--- config.mk ---
export PLATFORM = sky130hd
export DESIGN_NAME = index_primitive_assembler_top_flat
export DESIGN_NICKNAME = d
export VERILOG_FILES = /design/src/sv/ipa_pkg.sv /design/src/sv/ipa_idx_if.sv /design/src/sv/ipa_prim_if.sv /design/src/sv/index_primitive_assembler_top.sv /design/src/flat_wrapper.sv
export VERILOG_INCLUDE_DIRS = /design/src /design/src/sv
export SDC_FILE = /design/constraint.sdc
export NUM_CORES = 1
export LEC_CHECK = 0
export BUFFER_PORTS_ARGS = -buffer_cell sky130_fd_sc_hd__buf_2
export CORE_MARGIN = 10
export CORE_UTILIZATION = 65
export CTS_BUF_LIST = sky130_fd_sc_hd__clkbuf_8
export CTS_CLUSTER_DIAMETER = 120
export CTS_CLUSTER_SIZE = 30
export DETAILED_ROUTE_END_ITERATION = 10
export PLACE_DENSITY = 0.95
export SLEW_MARGIN = 20
export SYNTH_ARGS = -nofsm -noshare
export SYNTH_HDL_FRONTEND = slang
export SYNTH_SLANG_ARGS = --single-unit
--- constraint.sdc ---
create_clock -name i_clk -period 7.64 [get_ports i_clk]
set_input_delay 1.146 -clock i_clk [delete_from_list [all_inputs] [get_ports i_clk]]
set_output_delay 1.146 -clock i_clk [all_outputs]
set_load 0.02 [all_outputs]
--- src/sv/index_primitive_assembler_top_assert.svh ---
// Assertion macros for the index primitive assembler.
// Included inside the top level module body; no other dependencies.
`ifndef INDEX_PRIMITIVE_ASSEMBLER_TOP_ASSERT_SVH
`define INDEX_PRIMITIVE_ASSEMBLER_TOP_ASSERT_SVH

// condition must never hold outside reset
`define IPA_ASSERT_NEVER(lbl, clk, rst_n, cond, msg) \
    lbl: assert property (@(posedge clk) disable iff (!(rst_n)) !(cond)) else $error(msg);

// consequent must hold in the cycle after antecedent
`define IPA_ASSERT_NEXT(lbl, clk, rst_n, ante, cons, msg) \
    lbl: assert property (@(posedge clk) disable iff (!(rst_n)) (ante) |=> (cons)) \
        else $error(msg);

`endif

--- src/sv/ipa_pkg.sv ---
// Shared constants for the index primitive assembler.
// No dependencies; used by the channel interfaces and the top level.
package ipa_pkg;

    localparam int unsigned IPA_INDEX_BITS = 16;
    localparam int unsigned TOPO_BITS      = 3;
    localparam int unsigned CFG_IDX_BITS   = 1;

    typedef logic [TOPO_BITS-1:0]    t_topology;
    typedef logic [CFG_IDX_BITS-1:0] t_cfg_idx;

    localparam t_topology TOPO_TRI_LIST   = 3'd0;
    localparam t_topology TOPO_TRI_FAN    = 3'd1;
    localparam t_topology TOPO_TRI_STRIP  = 3'd2;
    localparam t_topology TOPO_LINE_LIST  = 3'd3;
    localparam t_topology TOPO_LINE_STRIP = 3'd4;

    localparam t_cfg_idx CFG_TOPOLOGY     = 1'd0;
    localparam t_cfg_idx CFG_VERTEX_COUNT = 1'd1;

endpackage

--- src/sv/ipa_idx_if.sv ---
// Index input channel: valid/ready plus one vertex index word and a last-in-batch flag.
// Depends on ipa_pkg for the default index width.
interface ipa_idx_if #(
    parameter int unsigned INDEX_BITS = ipa_pkg::IPA_INDEX_BITS
);
    logic                  valid;
    logic                  ready;
    logic [INDEX_BITS-1:0] vertex_index;
    logic                  last_in_batch;

    modport source (output valid, output vertex_index, output last_in_batch, input ready);
    modport sink   (input valid, input vertex_index, input last_in_batch, output ready);
endinterface

--- src/sv/ipa_prim_if.sv ---
// Primitive output channel: valid/ready plus one assembled primitive word.
// Depends on ipa_pkg for the default index width.
interface ipa_prim_if #(
    parameter int unsigned INDEX_BITS = ipa_pkg::IPA_INDEX_BITS
);
    logic                  valid;
    logic                  ready;
    logic [INDEX_BITS-1:0] first_vertex;
    logic [INDEX_BITS-1:0] second_vertex;
    logic [INDEX_BITS-1:0] third_vertex;
    logic                  is_line;
    logic                  index_error;

    modport source (output valid, output first_vertex, output second_vertex,
                    output third_vertex, output is_line, output index_error, input ready);
    modport sink   (input valid, input first_vertex, input second_vertex,
                    input third_vertex, input is_line, input index_error, output ready);
endinterface

--- src/sv/index_primitive_assembler_top.sv ---
// Index primitive assembler top level: batch state, range check, output skid stage.
// Depends on ipa_pkg, ipa_idx_if, ipa_prim_if and index_primitive_assembler_top_assert.svh.
//
// Takes one vertex index word per clock while input ready is high and emits zero or one
// primitive word per index (triangle list/fan/strip, line list/strip). Throughput is one
// index per cycle while the skid word is free; the primitive that an index completes is
// registered in the output register, or in the skid word while the output stalls.
// An output register backed by a one-word skid stage keeps input flowing while the output
// is stalled until a second primitive word is waiting; input ready drops only while the
// skid word is occupied. Write configuration only while no word is in flight.
module index_primitive_assembler_top #(
    parameter int unsigned INDEX_BITS = ipa_pkg::IPA_INDEX_BITS
) (
    input  logic                     i_clk,
    input  logic                     i_rst_n,
    input  logic                     i_cfg_we,
    input  ipa_pkg::t_cfg_idx        i_cfg_idx,
    input  logic [INDEX_BITS:0]      i_cfg_data,
    ipa_idx_if.sink                  i_idx_ch,
    ipa_prim_if.source               o_prim_ch
);
    import ipa_pkg::*;

    `include "index_primitive_assembler_top_assert.svh"

    typedef logic [INDEX_BITS-1:0] t_index;

    typedef struct packed {
        t_index first_vertex;
        t_index second_vertex;
        t_index third_vertex;
        logic   is_line;
        logic   index_error;
    } t_prim;

    localparam logic [INDEX_BITS:0] VCOUNT_RESET = {1'b1, {INDEX_BITS{1'b0}}};

    t_topology           r_topology;
    logic [INDEX_BITS:0] r_vertex_count;

    t_index      r_hub, r_older, r_newer;
    t_index      n_hub, n_older, n_newer;
    logic [1:0]  r_phase, n_phase;
    logic        r_parity, n_parity;
    logic        r_batch_err, n_batch_err;

    t_prim       r_out, r_skid, res;
    logic        r_out_vld, r_skid_vld;
    logic        has_res, in_range, topo_line, in_acc, out_take;
    t_index      idx;

    assign idx       = i_idx_ch.vertex_index;
    assign in_acc    = i_idx_ch.valid && i_idx_ch.ready;
    assign out_take  = r_out_vld && o_prim_ch.ready;
    assign in_range  = {1'b0, idx} < r_vertex_count;
    assign topo_line = (r_topology == TOPO_LINE_LIST) || (r_topology == TOPO_LINE_STRIP);

    always_comb begin
        n_hub       = r_hub;
        n_older     = r_older;
        n_newer     = r_newer;
        n_phase     = r_phase;
        n_parity    = r_parity;
        n_batch_err = r_batch_err;
        has_res     = 1'b0;
        res         = '0;
        if (!in_range) begin
            n_batch_err       = 1'b1;
            has_res           = 1'b1;
            res.first_vertex  = idx;
            res.is_line       = topo_line;
            res.index_error   = 1'b1;
        end else begin
            case (r_topology)
                TOPO_TRI_LIST, TOPO_TRI_FAN, TOPO_TRI_STRIP: begin
                    if (r_phase == 2'd0) begin
                        if (r_topology == TOPO_TRI_FAN) begin
                            n_hub = idx;
                        end else begin
                            n_older = idx;
                        end
                        n_phase = 2'd1;
                    end else if (r_phase == 2'd1) begin
                        n_newer = idx;
                        n_phase = 2'd2;
                    end else begin
                        has_res          = 1'b1;
                        res.third_vertex = idx;
                        res.index_error  = r_batch_err;
                        if (r_topology == TOPO_TRI_LIST) begin
                            res.first_vertex  = r_older;
                            res.second_vertex = r_newer;
                            n_phase           = 2'd0;
                        end else if (r_topology == TOPO_TRI_FAN) begin
                            res.first_vertex  = r_hub;
                            res.second_vertex = r_newer;
                            n_newer           = idx;
                            n_phase           = 2'd2;
                        end else begin
                            res.first_vertex  = r_parity ? r_newer : r_older;
                            res.second_vertex = r_parity ? r_older : r_newer;
                            n_older           = r_newer;
                            n_newer           = idx;
                            n_parity          = ~r_parity;
                            n_phase           = 2'd2;
                        end
                    end
                end
                TOPO_LINE_LIST: begin
                    if (r_phase == 2'd0) begin
                        n_older = idx;
                        n_phase = 2'd1;
                    end else begin
                        has_res           = 1'b1;
                        res.first_vertex  = r_older;
                        res.second_vertex = idx;
                        res.is_line       = 1'b1;
                        res.index_error   = r_batch_err;
                        n_phase           = 2'd0;
                    end
                end
                TOPO_LINE_STRIP: begin
                    if (r_phase != 2'd0) begin
                        has_res           = 1'b1;
                        res.first_vertex  = r_newer;
                        res.second_vertex = idx;
                        res.is_line       = 1'b1;
                        res.index_error   = r_batch_err;
                    end
                    n_newer = idx;
                    n_phase = 2'd1;
                end
                default: begin
                end
            endcase
        end
        if (i_idx_ch.last_in_batch) begin
            n_hub       = '0;
            n_older     = '0;
            n_newer     = '0;
            n_phase     = 2'd0;
            n_parity    = 1'b0;
            n_batch_err = 1'b0;
        end
    end

    always_ff @(posedge i_clk) begin
        if (!i_rst_n) begin
            r_topology     <= TOPO_TRI_LIST;
            r_vertex_count <= VCOUNT_RESET;
        end else if (i_cfg_we) begin
            case (i_cfg_idx)
                CFG_TOPOLOGY:     r_topology     <= i_cfg_data[TOPO_BITS-1:0];
                CFG_VERTEX_COUNT: r_vertex_count <= i_cfg_data;
                default: begin
                end
            endcase
        end
    end

    always_ff @(posedge i_clk) begin
        if (!i_rst_n) begin
            r_hub       <= '0;
            r_older     <= '0;
            r_newer     <= '0;
            r_phase     <= 2'd0;
            r_parity    <= 1'b0;
            r_batch_err <= 1'b0;
        end else if (in_acc) begin
            r_hub       <= n_hub;
            r_older     <= n_older;
            r_newer     <= n_newer;
            r_phase     <= n_phase;
            r_parity    <= n_parity;
            r_batch_err <= n_batch_err;
        end
    end

    // output register plus one skid word
    always_ff @(posedge i_clk) begin
        if (!i_rst_n) begin
            r_out_vld  <= 1'b0;
            r_skid_vld <= 1'b0;
        end else if (!r_out_vld || out_take) begin
            if (r_skid_vld) begin
                r_out_vld  <= 1'b1;
                r_skid_vld <= 1'b0;
            end else begin
                r_out_vld <= in_acc && has_res;
            end
        end else if (in_acc && has_res) begin
            r_skid_vld <= 1'b1;
        end
    end

    always_ff @(posedge i_clk) begin
        if (!r_out_vld || out_take) begin
            r_out <= r_skid_vld ? r_skid : res;
        end
        if (!r_skid_vld) begin
            r_skid <= res;
        end
    end

    assign i_idx_ch.ready          = !r_skid_vld;
    assign o_prim_ch.valid         = r_out_vld;
    assign o_prim_ch.first_vertex  = r_out.first_vertex;
    assign o_prim_ch.second_vertex = r_out.second_vertex;
    assign o_prim_ch.third_vertex  = r_out.third_vertex;
    assign o_prim_ch.is_line       = r_out.is_line;
    assign o_prim_ch.index_error   = r_out.index_error;

    `IPA_ASSERT_NEVER(a_skid_needs_out, i_clk, i_rst_n, r_skid_vld && !r_out_vld,
        "skid word held while output register empty")
    `IPA_ASSERT_NEXT(a_last_clears, i_clk, i_rst_n,
        i_rst_n && in_acc && i_idx_ch.last_in_batch,
        r_phase == 2'd0 && !r_batch_err && !r_parity,
        "batch state not cleared after last index")
    `IPA_ASSERT_NEXT(a_err_sticky, i_clk, i_rst_n,
        i_rst_n && in_acc && !in_range && !i_idx_ch.last_in_batch,
        r_batch_err,
        "out-of-range index did not set batch error")
    `IPA_ASSERT_NEXT(a_stall_holds, i_clk, i_rst_n,
        i_rst_n && r_out_vld && !o_prim_ch.ready,
        r_out_vld && $stable(r_out),
        "stalled output word changed")

endmodule

--- src/flat_wrapper.sv ---
// flat-port wrapper written by rule: the top's interface ports become plain ports
module index_primitive_assembler_top_flat import ipa_pkg::*;
#(
    parameter int unsigned INDEX_BITS = ipa_pkg::IPA_INDEX_BITS
)
  (i_clk, i_rst_n, i_cfg_we, i_cfg_idx, i_cfg_data, i_idx_ch_valid, i_idx_ch_vertex_index, i_idx_ch_last_in_batch, i_idx_ch_ready, o_prim_ch_valid, o_prim_ch_first_vertex, o_prim_ch_second_vertex, o_prim_ch_third_vertex, o_prim_ch_is_line, o_prim_ch_index_error, o_prim_ch_ready);
  ipa_idx_if #(.INDEX_BITS(INDEX_BITS)) i_idx_ch_i ();
  ipa_prim_if #(.INDEX_BITS(INDEX_BITS)) o_prim_ch_i ();
  input  logic i_clk;
  input  logic i_rst_n;
  input  logic i_cfg_we;
  input  ipa_pkg::t_cfg_idx i_cfg_idx;
  input  logic [INDEX_BITS:0] i_cfg_data;
  input wire logic [$bits(i_idx_ch_i.valid)-1:0] i_idx_ch_valid;
  input wire logic [$bits(i_idx_ch_i.vertex_index)-1:0] i_idx_ch_vertex_index;
  input wire logic [$bits(i_idx_ch_i.last_in_batch)-1:0] i_idx_ch_last_in_batch;
  output wire logic [$bits(i_idx_ch_i.ready)-1:0] i_idx_ch_ready;
  output wire logic [$bits(o_prim_ch_i.valid)-1:0] o_prim_ch_valid;
  output wire logic [$bits(o_prim_ch_i.first_vertex)-1:0] o_prim_ch_first_vertex;
  output wire logic [$bits(o_prim_ch_i.second_vertex)-1:0] o_prim_ch_second_vertex;
  output wire logic [$bits(o_prim_ch_i.third_vertex)-1:0] o_prim_ch_third_vertex;
  output wire logic [$bits(o_prim_ch_i.is_line)-1:0] o_prim_ch_is_line;
  output wire logic [$bits(o_prim_ch_i.index_error)-1:0] o_prim_ch_index_error;
  input wire logic [$bits(o_prim_ch_i.ready)-1:0] o_prim_ch_ready;
  assign i_idx_ch_i.valid = i_idx_ch_valid;
  assign i_idx_ch_i.vertex_index = i_idx_ch_vertex_index;
  assign i_idx_ch_i.last_in_batch = i_idx_ch_last_in_batch;
  assign i_idx_ch_ready = i_idx_ch_i.ready;
  assign o_prim_ch_valid = o_prim_ch_i.valid;
  assign o_prim_ch_first_vertex = o_prim_ch_i.first_vertex;
  assign o_prim_ch_second_vertex = o_prim_ch_i.second_vertex;
  assign o_prim_ch_third_vertex = o_prim_ch_i.third_vertex;
  assign o_prim_ch_is_line = o_prim_ch_i.is_line;
  assign o_prim_ch_index_error = o_prim_ch_i.index_error;
  assign o_prim_ch_i.ready = o_prim_ch_ready;
  index_primitive_assembler_top #(.INDEX_BITS(INDEX_BITS)) u_core (.i_clk(i_clk), .i_rst_n(i_rst_n), .i_cfg_we(i_cfg_we), .i_cfg_idx(i_cfg_idx), .i_cfg_data(i_cfg_data), .i_idx_ch(i_idx_ch_i), .o_prim_ch(o_prim_ch_i));
endmodule
* Word-level counts from Yosys, hierarchy flattened
Index checks and enable logic that the tools add are counted.
** Storage, ports and cells
- Input port bits :: 40
- Register bits :: 174
- Logic and storage cells :: 130
- Output and inout port bits :: 52
** Cells by class
- Multiplexer cells :: 63
- Equal/unequal tests :: 16
- $lt $le $gt $ge :: 1
- Bitwise gates (word level) :: 3
- Reduce and logical (&&, ||, !) cells :: 27
** Operators by type and width (count)
- 16-bit two-way mux :: 22
- 32-bit two-way mux :: 5
- 48-bit two-way mux :: 2
- 32-bit one-hot mux with 3 select lines :: 1
- 16-bit one-hot mux with 2 select lines :: 2
- 50-bit two-way mux :: 1
- 1-bit two-way mux :: 18
- 16-bit by 17-bit < comparator with 1-bit output :: 1
- 2-bit two-way mux :: 8
- 7-bit AND reduction :: 2
- 2-bit != test, second input constant :: 5
- 5-bit AND reduction :: 2
- 2-bit nonzero test :: 5
- 3-bit != test, second input constant :: 3
- 4-bit != test, second input constant :: 2
- 3-bit by 2-bit equality test with 1-bit output, second input constant :: 2
- 1-bit one-hot mux with 3 select lines :: 2
- 2-bit one-hot mux with 3 select lines :: 1
- 2-bit AND reduction :: 3
- 3-bit nonzero test :: 2
- 4-bit by 3-bit != test with 1-bit output, second input constant :: 1
- 4-bit nonzero test :: 1
- 3-bit by 1-bit equality test with 1-bit output, second input constant :: 1
- 3-bit equality test, second input constant :: 1
- other kinds (11) :: 17

* Logic depth before layout (Yosys ltp)
- Depth after elaboration :: 8
- Mapped depth :: 10
- Depth with buffers taken out :: 8

* Worst setup path after synthesis
OpenSTA, ideal clock, no wires.
- Path type :: input -> register
- Start :: in i_idx_ch_vertex_index[12]
- End :: reg u_core.r_out (netlist bit u_core.o_prim_ch.first_vertex[15]) (data pin)
- Stages on the path :: 8
- Arrival :: 3.051 ns
- Setup slack :: 4.312 ns
- Setup time :: 0.277 ns
- Buffers on the path :: 2
- Required time :: 7.363 ns
- Cells stage by stage :: ha_1 > and4_4 > and3_1 > a221oi_2 > o21a_1 > clkbuf_1 > clkbuf_1 > o211ai_1
** Between the ends
- Cells in the longest elaborated chain, start to end :: 3
** Ends and longest elaborated chain
- from (decl) :: RTL line flat_wrapper.sv:15 : input wire logic [$bits(i_idx_ch_i.vertex_index)-1:0] i_idx_ch_vertex_index;
- 16-bit by 17-bit < comparator with 1-bit output :: RTL line index_primitive_assembler_top.sv:55 : assign in_range = {1'b0, idx} < r_vertex_count;
- 16-bit two-way mux :: RTL line index_primitive_assembler_top.sv:67 : if (!in_range) begin
- 50-bit two-way mux :: RTL line index_primitive_assembler_top.sv:198 : r_out <= r_skid_vld ? r_skid : res;
- to (signal assigned) :: RTL line index_primitive_assembler_top.sv:198
- to (decl) :: RTL line index_primitive_assembler_top.sv:47 : t_prim r_out, r_skid, res;
No other way between the ends.
A chain may end at the register's enable or synchronous reset.

* Worst setup path after layout
- Start :: in i_idx_ch_vertex_index[4]
- End :: reg u_core.r_hub[8]
** Between the ends
- Cells in the longest elaborated chain, start to end :: 3
** Ends and longest elaborated chain
- 16-bit by 17-bit < comparator with 1-bit output :: RTL line index_primitive_assembler_top.sv:55
- 2-bit nonzero test (no line)
- 5-bit AND reduction (no line)
- to (signal assigned) :: RTL line index_primitive_assembler_top.sv:170 : r_hub <= n_hub;
- to (decl) :: RTL line index_primitive_assembler_top.sv:41 : t_index r_hub, r_older, r_newer;
No other way between the ends.

==> run metrics <==
Final Cell Area 0.00865 sq mm; clock latency on the worst-skew pair 470 ps; Final ANT Viol Nets 0; Ports 92; Syn-to-layout area delta 12.0%; Synthesis Warnings 0; Mapped Nets 850; vias 6520; status completed; DRT iter0 DRCs 893; area leader, netlist dfxtp_1; first drt pass iteration count 7; initial antenna violation count 0; die width 129 microns; R2R depth 8; kind of critical path in2reg; Final HPWL DP 14100 microns; die height 129 microns; dominant synthesized flop cell dfxtp_1; async set-reset flop share out of synthesis 0%; Avg Inst Size Synth 9.71 sq um; Mapped Area 0.00772 sq mm; Min-Delay Path Class reg2reg; Tmin final 3730 ps; Yosys cell types 54; CP arrival 4110 ps; number of enable flip-flop cells after synthesis 50; dpl cell area 0.00824 sq mm; vias in the first global route 6305; Inst Count DP 987; Hold Path Stages 2; Critical Path End Type register; # setup viols final 0; GP Congestion 0.962; layout cell share with drive strength beyond 1 18.2%; Hold Buf Count CTS 0; Starting Density 67.1%; first-pass GRT wire length 32700 microns; Reg clk slew, reported paths 80 ps; unrepaired setup endpoints after global routing no; sequential share of the synthesized area 51.6%; crit start category input port; DRC 0; drt wl/cell 20.2 microns; Finished Core Util 75.1%; GRT Total Usage 24.9%; maximum clock frequency 268 MHz; Max Fanout on Critical Path 16; non-filler instance count after layout 1020; row count 39; setup_tns 0 ps; CTS tree done; post-synth top area share 32.1%; post-cts resize count 0; fraction of the cycle the final worst path needs 48.8%; LEAKAGE 3.52 nW; largest net degree at the start of global routing 61; final wirelength 20600 microns; GRT overflow 0; Clock Tree Buf Depth 2; core area 0.0115 sq mm; Post-Synthesis Cells 795; clk_skew 10.6 ps; max-slew violations 0; Layout Nets 918; Least-Margin Pin Slew 1140 ps; H-tree depth 4; Max-slew headroom 24.0%; max-cap violations 0; flops & latches, synth 174; synth top area cells dfxtp_1 (32%), edfxtp_1 (19%), nand2_1 (8.9%); VDD IR max 188 uV; Die ar. 0.0166 sq mm; number of port buffers 91; # clock sinks 174; Power Density 215 mW/mm^2; Clock Root Buffer clkbuf_8; vias per inst 6.39; worst path required time 8020 ps; total CTS buffers 17; final hold viol count 0; Post-CTS Setup Bufs 0
cells in the mapped netlist, drive strengths merged, types with 14 or more instances:
master and instances:
a21oi 46, a32o 16, o21ai 47, o211ai 15
dfxtp 124, inv 23, clkbuf 45, ha 15
a22o 17, mux2 16, edfxtp 50, nand2 183
mux2i 59, nor2 14, nand3 19
cells by family (layout without fill, tap and decap cells):
family                   count (synthesis)  in the layout  synth area share, %
AO/OA/AOI/OAI                          194            194                 17.4
adder cells (fa/ha/maj)                 15             15                 2.43
buffers and inverters                   78            159                 4.07
flip-flops                             174            174                 51.6
multiplexers                            75             75                 9.98
other                                    0              1                    0
AND/OR/NAND/NOR                        259            259                 14.5
power by group:
part	leakage (nW)	internal, mW	switching [mW]
Clock	0.201	0.322	0.337
Sequential	1.61	0.980	0.0225
Combinational	1.71	0.0696	0.124
Total	3.52	1.37	0.484
area by class of cell:
class                   count  area (sq um)
clock buffers              17           234
clock inverters            15           171
flip-flops and latches    174          3990
diodes                      1          2.50
repair buffers            104           553
fillers                   799          2870
inverters                  23          86.3
well taps                 143           179
multi-input cells         543          3430
flip-flops by register name (all words and copies together) (netlist names):
name	cells
u_core.r_skid	50
u_core.r_vertex_count	17
u_core.o_prim_ch.first_vertex	16
u_core.o_prim_ch.second_vertex	16
u_core.o_prim_ch.third_vertex	16
u_core.r_hub	16
u_core.r_newer	16
u_core.r_older	16
u_core.r_topology	3
u_core.r_phase	2
u_core.o_prim_ch.index_error	1
u_core.o_prim_ch.is_line	1
u_core.o_prim_ch.valid	1
u_core.r_batch_err	1
u_core.r_parity	1
u_core.r_skid_vld	1
metal layers:
layer | track usage, % | share of wire (%)
met1 | 31.4 | 38
met2 | 36.4 | 44
met3 | 7.31 | 11
met4 | 16.4 | 5.7
met5 | 0 | 0
cell usage in the layout (no fill, tap or decap), types with 9 or more instances in the layout:
| master | instances |
|---|---|
| o21ai_0 | 45 |
| buf_4 | 13 |
| edfxtp_1 | 50 |
| mux2_2 | 16 |
| a32o_1 | 16 |
| o211ai_1 | 15 |
| a211oi_1 | 10 |
| inv_1 | 25 |
| a21oi_1 | 46 |
| a22o_1 | 17 |
| nand2_1 | 183 |
| nor2_1 | 12 |
| ha_1 | 15 |
| nand3_1 | 19 |
| mux2i_1 | 59 |
| buf_2 | 91 |
| clkbuf_8 | 17 |
| dfxtp_1 | 123 |
| nor2b_1 | 9 |
stage by stage:
step           hold slack [ps]  power, mW  worst slack (ps)
6_report                   454       1.86              3910
5_1_grt                    475       1.91              3770
4_1_cts                    459       1.85              4020
3_5_place_dp               447       1.21              3540
3_3_place_gp               425       1.21              3660
2_1_floorplan              412       1.15              4310
worst max-delay path, cell delays in order:
cell	delay, ps
buf_2	170
ha_1	340
nand2_1	60
o21a_1	180
o32a_1	400
a2111oi_4	650
or3_1	850
mux2i_1	300
final timing paths:
check	start	end	slack [ps]
max	i_idx_ch_vertex_index[4]	u_core.r_hub[8]$_SDFFE_PN0P_	3910
min	u_core.r_skid[0]$_DFF_P_	u_core.r_skid[0]$_DFF_P_	450
max reg2reg	u_core.r_vertex_count[12]$_SDFFE_PN0P_	u_core.r_hub[8]$_SDFFE_PN0P_	4380
min reg2reg	u_core.r_skid[0]$_DFF_P_	u_core.r_skid[0]$_DFF_P_	450
(Power assumes the default switching activity.)
